$ cat src/rtl/core/pwst_pkg.sv
`timescale 1ns / 1ps

package pwst_pkg;

    localparam int FRAME_BITS = 32;
    localparam int CNT_W      = 8;
    localparam int WORD_W     = 32;
    localparam int TXBL_W     = 6;
    localparam int IDX_W      = 3;

    localparam logic [CNT_W-1:0] CNT_MAX = {CNT_W{1'b1}};

    typedef enum logic [IDX_W-1:0] {
        REG_BIT_TICKS       = 3'd0,
        REG_ONE_HIGH_TICKS  = 3'd1,
        REG_ZERO_HIGH_TICKS = 3'd2,
        REG_GAP_TICKS       = 3'd3,
        REG_RESYNC_TICKS    = 3'd4
    } t_reg_idx;

    typedef struct packed {
        logic [CNT_W-1:0] bit_ticks;
        logic [CNT_W-1:0] one_high_ticks;
        logic [CNT_W-1:0] zero_high_ticks;
        logic [CNT_W-1:0] gap_ticks;
        logic [CNT_W-1:0] resync_ticks;
    } t_cfg;

    localparam t_cfg CFG_RESET = '{
        bit_ticks:       8'd20,
        one_high_ticks:  8'd5,
        zero_high_ticks: 8'd15,
        gap_ticks:       8'd100,
        resync_ticks:    8'd50
    };

    typedef struct packed {
        logic              valid;
        logic [WORD_W-1:0] word;
    } t_rx_res;

    typedef struct packed {
        logic line;
        logic loaded;
    } t_tx_res;

endpackage

$ cat src/rtl/core/pulse_width_serial_transceiver.sv
`timescale 1ns / 1ps
// Pulse-width one-wire serial transceiver.
// Each input word on s_axis is one timer tick: the sampled receive line level
// and the 32-bit word offered for transmission. Each accepted word yields
// exactly one output word on m_axis carrying the transmit line level for that
// tick, the received word with its valid flag, and the tx load flag.
// The result appears in the output register on m_axis in the cycle after the
// input word is accepted. Throughput: one tick per cycle while m_axis is not
// stalled; all receive and transmit state advances in a single pass of counter
// logic between the input handshake and the output register.
// When the downstream side stalls, the output register holds its word and
// s_axis_tready drops until it is taken; ticks are only advanced by accepted
// words, so no tick is lost or repeated.
// Configuration: the cfg channel is always ready; index 0..4 selects
// bit_ticks, one_high_ticks, zero_high_ticks, gap_ticks, resync_ticks; other
// indexes are ignored. Write only while the stream is idle.
// Reset (synchronous, active low) clears all counters and the output
// register and restores the default timing registers.

module pulse_width_serial_transceiver (
    input  logic                            i_clk,
    input  logic                            i_rst_n,
    input  logic                            s_axis_tvalid,
    output logic                            s_axis_tready,
    input  logic [39:0]                     s_axis_tdata,  // line_in, tx_word, zero pad
    output logic                            m_axis_tvalid,
    input  logic                            m_axis_tready,
    output logic [39:0]                     m_axis_tdata,  // line_out, rx_word, rx_valid,
                                                           // tx_loaded, zero pad
    input  logic                            i_cfg_valid,
    output logic                            o_cfg_ready,
    input  logic [pwst_pkg::IDX_W-1:0]      i_cfg_index,
    input  logic [pwst_pkg::CNT_W-1:0]      i_cfg_data
);

    pwst_pkg::t_cfg     r_cfg;
    pwst_pkg::t_rx_res  rx_res;
    pwst_pkg::t_tx_res  tx_res;
    logic               step;
    logic               r_out_valid;
    logic [34:0]        r_out;

    assign o_cfg_ready   = 1'b1;
    assign s_axis_tready = !r_out_valid || m_axis_tready;
    assign step          = s_axis_tvalid && s_axis_tready;
    assign m_axis_tvalid = r_out_valid;
    assign m_axis_tdata  = {5'd0, r_out};

    always_ff @(posedge i_clk) begin
        if (!i_rst_n) begin
            r_cfg <= pwst_pkg::CFG_RESET;
        end else if (i_cfg_valid) begin
            case (i_cfg_index)
                pwst_pkg::REG_BIT_TICKS:       r_cfg.bit_ticks       <= i_cfg_data;
                pwst_pkg::REG_ONE_HIGH_TICKS:  r_cfg.one_high_ticks  <= i_cfg_data;
                pwst_pkg::REG_ZERO_HIGH_TICKS: r_cfg.zero_high_ticks <= i_cfg_data;
                pwst_pkg::REG_GAP_TICKS:       r_cfg.gap_ticks       <= i_cfg_data;
                pwst_pkg::REG_RESYNC_TICKS:    r_cfg.resync_ticks    <= i_cfg_data;
                default: ;
            endcase
        end
    end

    pwst_rx u_rx (
        .i_clk          (i_clk),
        .i_rst_n        (i_rst_n),
        .i_en           (step),
        .i_line         (s_axis_tdata[0]),
        .i_resync_ticks (r_cfg.resync_ticks),
        .o_res          (rx_res)
    );

    pwst_tx u_tx (
        .i_clk   (i_clk),
        .i_rst_n (i_rst_n),
        .i_en    (step),
        .i_word  (s_axis_tdata[32:1]),
        .i_cfg   (r_cfg),
        .o_res   (tx_res)
    );

    always_ff @(posedge i_clk) begin
        if (!i_rst_n) begin
            r_out_valid <= 1'b0;
            r_out       <= '0;
        end else begin
            if (step) begin
                r_out_valid <= 1'b1;
                r_out       <= {tx_res.loaded, rx_res.valid, rx_res.word, tx_res.line};
            end else if (m_axis_tready) begin
                r_out_valid <= 1'b0;
            end
        end
    end

    a_word_zero: assert property (@(posedge i_clk) disable iff (!i_rst_n)
        m_axis_tvalid && !r_out[33] |-> r_out[32:1] == '0)
        else $error("rx word nonzero without valid flag");

endmodule

$ cat src/rtl/core/pwst_rx.sv
`timescale 1ns / 1ps

module pwst_rx (
    input  logic                       i_clk,
    input  logic                       i_rst_n,
    input  logic                       i_en,
    input  logic                       i_line,
    input  logic [pwst_pkg::CNT_W-1:0] i_resync_ticks,
    output pwst_pkg::t_rx_res          o_res
);

    logic [pwst_pkg::CNT_W-1:0]  r_low_run, n_low_run;
    logic [pwst_pkg::CNT_W-1:0]  r_high_run, n_high_run;
    logic [pwst_pkg::CNT_W-1:0]  r_bits_left, n_bits_left;
    logic [pwst_pkg::WORD_W-1:0] r_shift, n_shift;
    logic                        r_prev_high, n_prev_high;
    logic [pwst_pkg::CNT_W-1:0]  low_inc;
    logic [pwst_pkg::CNT_W-1:0]  bl_dec;

    assign low_inc = (r_low_run == pwst_pkg::CNT_MAX) ? r_low_run : r_low_run + 8'd1;
    assign bl_dec  = r_bits_left - 8'd1;

    always_comb begin
        n_low_run   = r_low_run;
        n_high_run  = r_high_run;
        n_bits_left = r_bits_left;
        n_shift     = r_shift;
        n_prev_high = r_prev_high;
        o_res       = '0;
        if (!i_line) begin
            n_low_run = low_inc;
            if (!r_prev_high) begin
                n_high_run = '0;
            end else begin
                n_prev_high = 1'b0;
                if (low_inc == 8'd1) begin
                    n_bits_left = pwst_pkg::CNT_W'(pwst_pkg::FRAME_BITS);
                end else begin
                    n_shift     = {r_shift[pwst_pkg::WORD_W-2:0], (low_inc >= r_high_run)};
                    n_high_run  = '0;
                    n_low_run   = 8'd1;
                    n_bits_left = bl_dec;
                    if (bl_dec == '0) begin
                        o_res.valid = 1'b1;
                        o_res.word  = n_shift;
                    end
                end
            end
        end else begin
            n_prev_high = 1'b1;
            if (r_high_run >= i_resync_ticks) begin
                n_low_run   = '0;
                n_bits_left = pwst_pkg::CNT_W'(pwst_pkg::FRAME_BITS);
            end else begin
                n_high_run = r_high_run + 8'd1;
            end
        end
    end

    always_ff @(posedge i_clk) begin
        if (!i_rst_n) begin
            r_low_run   <= '0;
            r_high_run  <= '0;
            r_bits_left <= '0;
            r_shift     <= '0;
            r_prev_high <= 1'b0;
        end else if (i_en) begin
            r_low_run   <= n_low_run;
            r_high_run  <= n_high_run;
            r_bits_left <= n_bits_left;
            r_shift     <= n_shift;
            r_prev_high <= n_prev_high;
        end
    end

    // a completed word is always closed by a falling edge
    a_valid_on_low: assert property (@(posedge i_clk) disable iff (!i_rst_n)
        i_en && o_res.valid |-> !i_line && r_prev_high)
        else $error("rx word completed without a falling edge");

    a_valid_empties: assert property (@(posedge i_clk) disable iff (!i_rst_n)
        i_en && o_res.valid |=> r_bits_left == '0 && !r_prev_high)
        else $error("rx bit count not empty after word");

endmodule

$ cat src/rtl/core/pwst_tx.sv
`timescale 1ns / 1ps

module pwst_tx (
    input  logic                        i_clk,
    input  logic                        i_rst_n,
    input  logic                        i_en,
    input  logic [pwst_pkg::WORD_W-1:0] i_word,
    input  pwst_pkg::t_cfg              i_cfg,
    output pwst_pkg::t_tx_res           o_res
);

    logic [pwst_pkg::CNT_W-1:0]  r_timer, n_timer;
    logic [pwst_pkg::TXBL_W-1:0] r_bits_left, n_bits_left;
    logic [pwst_pkg::WORD_W-1:0] r_shift, n_shift;
    logic                        r_active, n_active;
    logic                        r_cur_bit, n_cur_bit;
    logic [pwst_pkg::CNT_W-1:0]  timer_dec;
    logic [pwst_pkg::CNT_W-1:0]  thr;

    assign timer_dec = r_timer - 8'd1;
    assign thr       = r_cur_bit ? i_cfg.one_high_ticks : i_cfg.zero_high_ticks;

    always_comb begin
        n_timer     = r_timer;
        n_bits_left = r_bits_left;
        n_shift     = r_shift;
        n_active    = r_active;
        n_cur_bit   = r_cur_bit;
        o_res       = '0;
        if (r_active) begin
            n_timer = timer_dec;
            if (timer_dec == '0) begin
                if (r_bits_left == '0) begin
                    n_active = 1'b0;
                end else begin
                    n_bits_left = r_bits_left - 6'd1;
                    n_timer     = i_cfg.bit_ticks;
                    n_cur_bit   = r_shift[pwst_pkg::WORD_W-1];
                    n_shift     = {r_shift[pwst_pkg::WORD_W-2:0], 1'b0};
                end
            end else begin
                o_res.line = !(timer_dec > thr);
            end
        end else begin
            if (r_timer >= i_cfg.gap_ticks) begin
                n_active     = 1'b1;
                n_timer      = 8'd1;
                n_bits_left  = pwst_pkg::TXBL_W'(pwst_pkg::FRAME_BITS);
                n_shift      = i_word;
                o_res.loaded = 1'b1;
            end else begin
                n_timer = r_timer + 8'd1;
            end
            o_res.line = (n_timer >= i_cfg.one_high_ticks);
        end
    end

    always_ff @(posedge i_clk) begin
        if (!i_rst_n) begin
            r_timer     <= '0;
            r_bits_left <= '0;
            r_shift     <= '0;
            r_active    <= 1'b0;
            r_cur_bit   <= 1'b0;
        end else if (i_en) begin
            r_timer     <= n_timer;
            r_bits_left <= n_bits_left;
            r_shift     <= n_shift;
            r_active    <= n_active;
            r_cur_bit   <= n_cur_bit;
        end
    end

    a_idle_empty: assert property (@(posedge i_clk) disable iff (!i_rst_n)
        !r_active |-> r_bits_left == '0)
        else $error("tx idle with bits pending");

    a_load_starts: assert property (@(posedge i_clk) disable iff (!i_rst_n)
        i_en && o_res.loaded |=> r_active && r_timer == 8'd1)
        else $error("tx load did not start a frame");

endmodule

$ cat config.mk
export PLATFORM = sky130hd
export DESIGN_NAME = pulse_width_serial_transceiver
export DESIGN_NICKNAME = d
export VERILOG_FILES = /design/src/rtl/core/pwst_pkg.sv /design/src/rtl/core/pulse_width_serial_transceiver.sv /design/src/rtl/core/pwst_rx.sv /design/src/rtl/core/pwst_tx.sv
export SDC_FILE = /design/constraint.sdc
export NUM_CORES = 1
export LEC_CHECK = 0
export ABC_CLOCK_PERIOD_IN_PS = 5400
export BUFFER_PORTS_ARGS = -buffer_cell sky130_fd_sc_hd__buf_2
export CAP_MARGIN = 20
export CORE_MARGIN = 2
export CORE_UTILIZATION = 59
export CTS_CLUSTER_DIAMETER = 60
export DETAILED_ROUTE_END_ITERATION = 12
export GPL_TIMING_DRIVEN = 0
export PLACE_DENSITY = 0.8
export SLEW_MARGIN = 10
export SYNTH_ARGS = -nofsm -noshare
export SYNTH_HDL_FRONTEND = slang
export SYNTH_SLANG_ARGS = --single-unit
$ cat constraint.sdc
create_clock -name i_clk -period 5.4 [get_ports i_clk]
set_clock_uncertainty 0.1 [all_clocks]
set_input_delay 0.27 -clock i_clk [delete_from_list [all_inputs] [get_ports i_clk]]
set_output_delay 0.27 -clock i_clk [all_outputs]
set_load 0.01 [all_outputs]
Word-level counts from Yosys, hierarchy flattened
Index checks and enable logic that the tools add are counted.
Operators by class
  add/sub/neg operators: 6
  eq/ne operators: 11
  shift-type cells: 0
  $lt $le $gt $ge: 5
  reductions and logical operators: 22
  muxes and demuxes: 41
  divide/modulo/power cells: 0
  bitwise gates (word level): 3
  multiply operators: 0
Operators with widths (count)
  8-bit 2-to-1 mux: 19
  33-bit 2-to-1 mux: 4
  32-bit 2-to-1 mux: 4
  8-bit greater-or-equal comparator: 4
  8-bit by 1-bit adder with 8-bit output (second input constant): 3
  6-bit 2-to-1 mux: 4
  8-bit logical NOT: 2
  8-bit by 1-bit subtractor with 8-bit output (second input constant): 2
  2-bit AND reduction: 6
  4-bit AND reduction: 3
  1-bit 2-to-1 mux: 10
  8-bit by 1-bit equality test with 1-bit output (second input constant): 1
  8-bit equality test (second input constant): 1
  8-bit greater-than comparator: 1
  3-bit by 2-bit equality test with 1-bit output (second input constant): 2
  6-bit logical NOT: 1
  2-bit inequality test (second input constant): 3
  3-bit AND reduction: 2
  2-bit nonzero test: 3
  6-bit by 1-bit subtractor with 6-bit output (second input constant): 1
  3-bit by 1-bit equality test with 1-bit output (second input constant): 1
  3-bit equality test (second input constant): 1
  3-bit logical NOT: 1
  3-bit inequality test (second input constant): 1
  5 further kinds: 8
Storage, ports and cells
  flip-flop bits (word level): 180
  memory bits (writable): 0
  memories kept: 0
  latch bits: 0
  ROM bits: 0

Logic depth before layout (Yosys ltp)
  depth after elaboration: 7
  mapped depth: 17
  depth with buffers taken out: 15

Cells and area by module
Synthesis repeated with hierarchy kept, for this count alone.
Unflattened totals
  cells, all modules: 1159
  area, all modules: 9845.7 sq um
Modules (own cells, without submodules)
  pwst_tx: instances 1, area an instance 3564.7 sq um, seq. area each 960.9 sq um, cells an instance 429
  pwst_rx: instances 1, area an instance 3380.7 sq um, seq. area each 1121.1 sq um, cells an instance 419
  pulse_width_serial_transceiver: instances 1, area an instance 2900.3 sq um, seq. area each 1521.5 sq um, cells an instance 311

Worst setup path before layout
No wires, ideal clock.
  path kind: flip-flop to flip-flop
  start: register u_tx.r_timer[0] (netlist name)
  end: register r_out[0]
  arrival time: 3632 ps
  library setup time: 120 ps
  stages on the path, launching flop included: 18
  clock period less this slack: 3851 ps
  path slack: 1549 ps
  buffers on the path: 2
  cells stage by stage: dfxtp_1 > inv_1 > ha_1 > nand2b_1 > a21o_1 > a211o_1 > a221o_1 > clkbuf_1 > clkbuf_1 > nor2_1 > ha_1 > nand2b_1 > a21o_1 > a21o_1 > a21oi_1 > o21ai_0 > and4b_1 > o31a_1
On the way
  cells in the longest elaborated chain, start to end: 5
  elaborated cells on any way between the ends: 11
  those cells by class: add/sub (2); order compare (3); mux (4); reduce/logical (2)
RTL lines
  from (decl): line pwst_tx.sv:12  | logic [pwst_pkg::CNT_W-1:0] r_timer, n_timer;
  from (signal assigned): line pwst_tx.sv:66  | r_timer <= n_timer;
  8-bit by 1-bit adder with 8-bit output (tied with other cells): line pwst_tx.sv:52  | n_timer = r_timer + 8'd1;
  8-bit 2-to-1 mux / 8-bit greater-than comparator (equally long branches): line pwst_tx.sv:45, pwst_tx.sv:42
  8-bit 2-to-1 mux / 1-bit logical NOT (equally long branches): line pwst_tx.sv:30, pwst_tx.sv:42
  8-bit greater-or-equal comparator / 1-bit 2-to-1 mux (equally long branches): line pwst_tx.sv:54, pwst_tx.sv:32
  1-bit 2-to-1 mux *: line pwst_tx.sv:30  | if (r_active) begin
  to (signal assigned): line pulse_width_serial_transceiver.sv:89  | r_out <= {tx_res.loaded, rx_res.valid, rx_res.word, tx_res.line};
  to (decl): line pulse_width_serial_transceiver.sv:41  | logic [34:0] r_out;
Mark *: on every way between the ends. The rest lies on a longest branch, timed or not. The select of a mux whose other input is x is not followed.
A chain may end at the register's enable or synchronous reset.

Worst setup path after layout
Same ends and word-level chain as after synthesis.

==> metrics.txt <==
CTS tree=built; Setup crit start kind=flip-flop; layout cells sized above 1=0.129; drt drc=0; WP data arrival=4810 ps; latest clock arrival within the worst-skew pair=440 ps; global route overflow=0; origin of the worst min-delay path=s_axis_tdata[1]; unrepaired setup endpoints after global routing=no; post-synth top area cell=dfxtp_1; total leakage power=0.00393 uW; reg2reg path depth=17; clock buffer depth=2; core area=14600 um2; largest net degree at the start of global routing=19; P per Cell Area=282 nW/um2; CP endpoint kind=flip-flop; Async S/R FF share, synth=0; WS Path Type=flip-flop to flip-flop; final setup violating endpoints=0; initial antenna violation count=0; Syn Std Cell Area=8810 um2; Seq. cell area=3600 um2; Synth cell types=71; placed inst area=9470 um2; CTS Sinks=180; # nets final=1299; Mapped Cells=1087; r2r endpoint=r_out[0]; DR vias=8132; synth top area cells=dfxtp_1, nand2_1, a21oi_1; worst slew pin tran=629 ps; maxcap violations=0; die span in x=126 um; Avg Vias per Cell=5.85; f_max=218 MHz; Placer Congestion=0.940; effective utilization at floorplan=0.604; #FFs+latches synth=180; status=completed; commonest non-fill, non-tap cell in the layout=dfxtp_1; Worst-path clk slew=70 ps; routed len/inst=16.1 um; routed wire length=22.4 mm; Slew Limit Fails=0; VDD IR max=0.233 mV; WHS Path Cells=3; synthesized area per cell=8.11 um2; fin crit share=0.849; DIE HEIGHT=126 um; CTS Buf Count=17; Fin Setup TNS=0 ps; H-Tree Depth=4; Worst Hold Class=input pin to flip-flop; # IOs=99; area share of the largest cell type after synthesis=0.409; CTS resizes=0; Seq/Total Area, Yosys=0.409; Root Buffer=clkbuf_16; first-pass GRT wire length=37.3 mm; Post-synth EDFFs=0; input/output buffers=83; CP Launch Point=u_tx.r_timer[0]; prevailing post-synth register cell=dfxtp_1; Reg2Reg Setup Slack=820 ps; Worst EP required=5630 ps; design area=10100 um2; Post-DP HPWL=16.3 mm; post-route ant nets=0; most frequent cells in the layout=dfxtp_1, nand2_1, a21oi_1, buf_2, nor2_1; Crit Path Max Fanout=12; DIE AREA=15900 um2; multi-input combinational cell area=4590 um2; FF-to-FF Start=u_tx.r_timer[0]; Max-slew headroom=0.577; layout overhead on the synthesized area=14.3%; Fillers=1185; total track usage=0.286; post-layout min period=4580 ps; DRT iter0 DRCs=588; Cell Rows=44; synth warn=0; Fin. Hold Viols=0; WHS Endpoint=u_tx.r_shift[0]; antenna fix cells=0; vias in the first global route=7584; DR pass1 iterations=5
-- power by group --
| part | internal (uW) | switching [uW] | total, uW | leakage [uW] |
|---|---|---|---|---|
| sequential | 1340 | 15.4 | 1360 | 0.00145 |
| clock | 657 | 584 | 1240 | 0.000281 |
| combinational | 90.1 | 153 | 243 | 0.00220 |
-- cells in the mapped netlist (5+ instances only) --
library cell and count:
dfxtp_1 180, nand2_1 179, a21oi_1 125, nor2_1 75
inv_1 73, clkbuf_1 50, ha_1 49, a22oi_1 33
nand3_1 32, o221ai_1 30, o21ai_0 24, buf_2 15
nor3_1 13, xnor2_1 13, a31oi_1 12, a21o_1 11
mux2i_1 10, o211ai_1 10, buf_4 9, nand2b_1 9
and3_1 8, nor2b_1 8, and2_1 7, or3_1 7
xor2_1 6, a41oi_1 5, nand3b_1 5, nand4_1 5
nor3b_1 5, nor4_1 5, o32ai_1 5
-- how the worst max path moves through the flow --
stage	slack (ps)	cells past startpoint	to
3_3_place_gp	890	17	r_out[0]
3_5_place_dp	900	17	r_out[0]
6_report	820	17	r_out[0]
5_1_grt	510	17	r_out[0]
4_1_cts	880	17	r_out[0]
2_1_floorplan	1550	17	r_out[0]
-- worst max-delay path: stages, from the launching register on --
cell	delay, ps
dfxtp_1	600
inv_1	240
ha_1	320
nand2b_1	130
a21o_1	170
a211o_1	290
a221o_1	420
clkbuf_1	270
clkbuf_1	320
nor2_1	180
ha_1	240
nand2b_1	140
a21o_1	170
a21o_1	170
a21oi_1	160
o21ai_0	90
and4b_1	200
o31a_1	260
-- kinds of logic after synthesis --
| kind of cell | share of synthesized area |
|---|---|
| adder cells (fa/ha/maj) | 0.0696 |
| flip-flops | 0.409 |
| AND/OR/NAND/NOR | 0.202 |
| AO/OA/AOI/OAI | 0.214 |
| other | 0.000852 |
| multiplexers | 0.0139 |
| XOR/XNOR | 0.0189 |
| buffers and inverters | 0.0720 |
-- layout make-up --
type	count	area share
plain buffers	79	0.0354
clock buffers	17	0.0422
clock inverters	15	0.0162
inverters	74	0.0276
multi-input cells	758	0.456
flip-flops and latches	180	0.358
well taps	184	0.0229
repair buffers	84	0.0422
-- routing by layer --
layer,GRT usage,share of wire,routed length (um),vias up
li1,-,-,-,4002
met3,0.0523,0.070,1570,46
met1,0.384,0.45,10100,3782
met5,0,0,0,-
met2,0.460,0.46,10300,302
met4,0.109,0.021,478,0
-- registers in the layout, summed over array words and instances (netlist names) --
signal            cells
u_rx.r_high_run       8
r_cfg                40
u_tx.r_cur_bit        1
u_tx.r_active         1
r_out                35
u_rx.r_bits_left      8
u_tx.r_bits_left      6
u_tx.r_timer          8
u_rx.r_shift         31
u_rx.r_prev_high      1
u_rx.r_low_run        8
m_axis_tvalid         1
u_tx.r_shift         32
-- timing repair --
action | CTS | global route
endpoints found under the hold margin | 1 | 0
hold buffers | 1 | 0
setup endpoints to repair | 0 | 0
buffers inserted | 0 | 0
-- through the flow --
stage / hold WS [ps] / setup slack [ps] / total power, uW / instances / util
after floorplan: 294 / 1550 / 1540 / 1091 / -
after global placement: 333 / 888 / 1620 / 1358 / 0.649
after detailed placement: 340 / 897 / 1620 / 1358 / 0.649
after CTS: 7.02 / 876 / 2840 / 1391 / 0.690
after global routing: 28.6 / 505 / 2940 / 1391 / 0.690
final: 15.2 / 815 / 2840 / 1391 / 0.690
(Power assumes the default switching activity.)
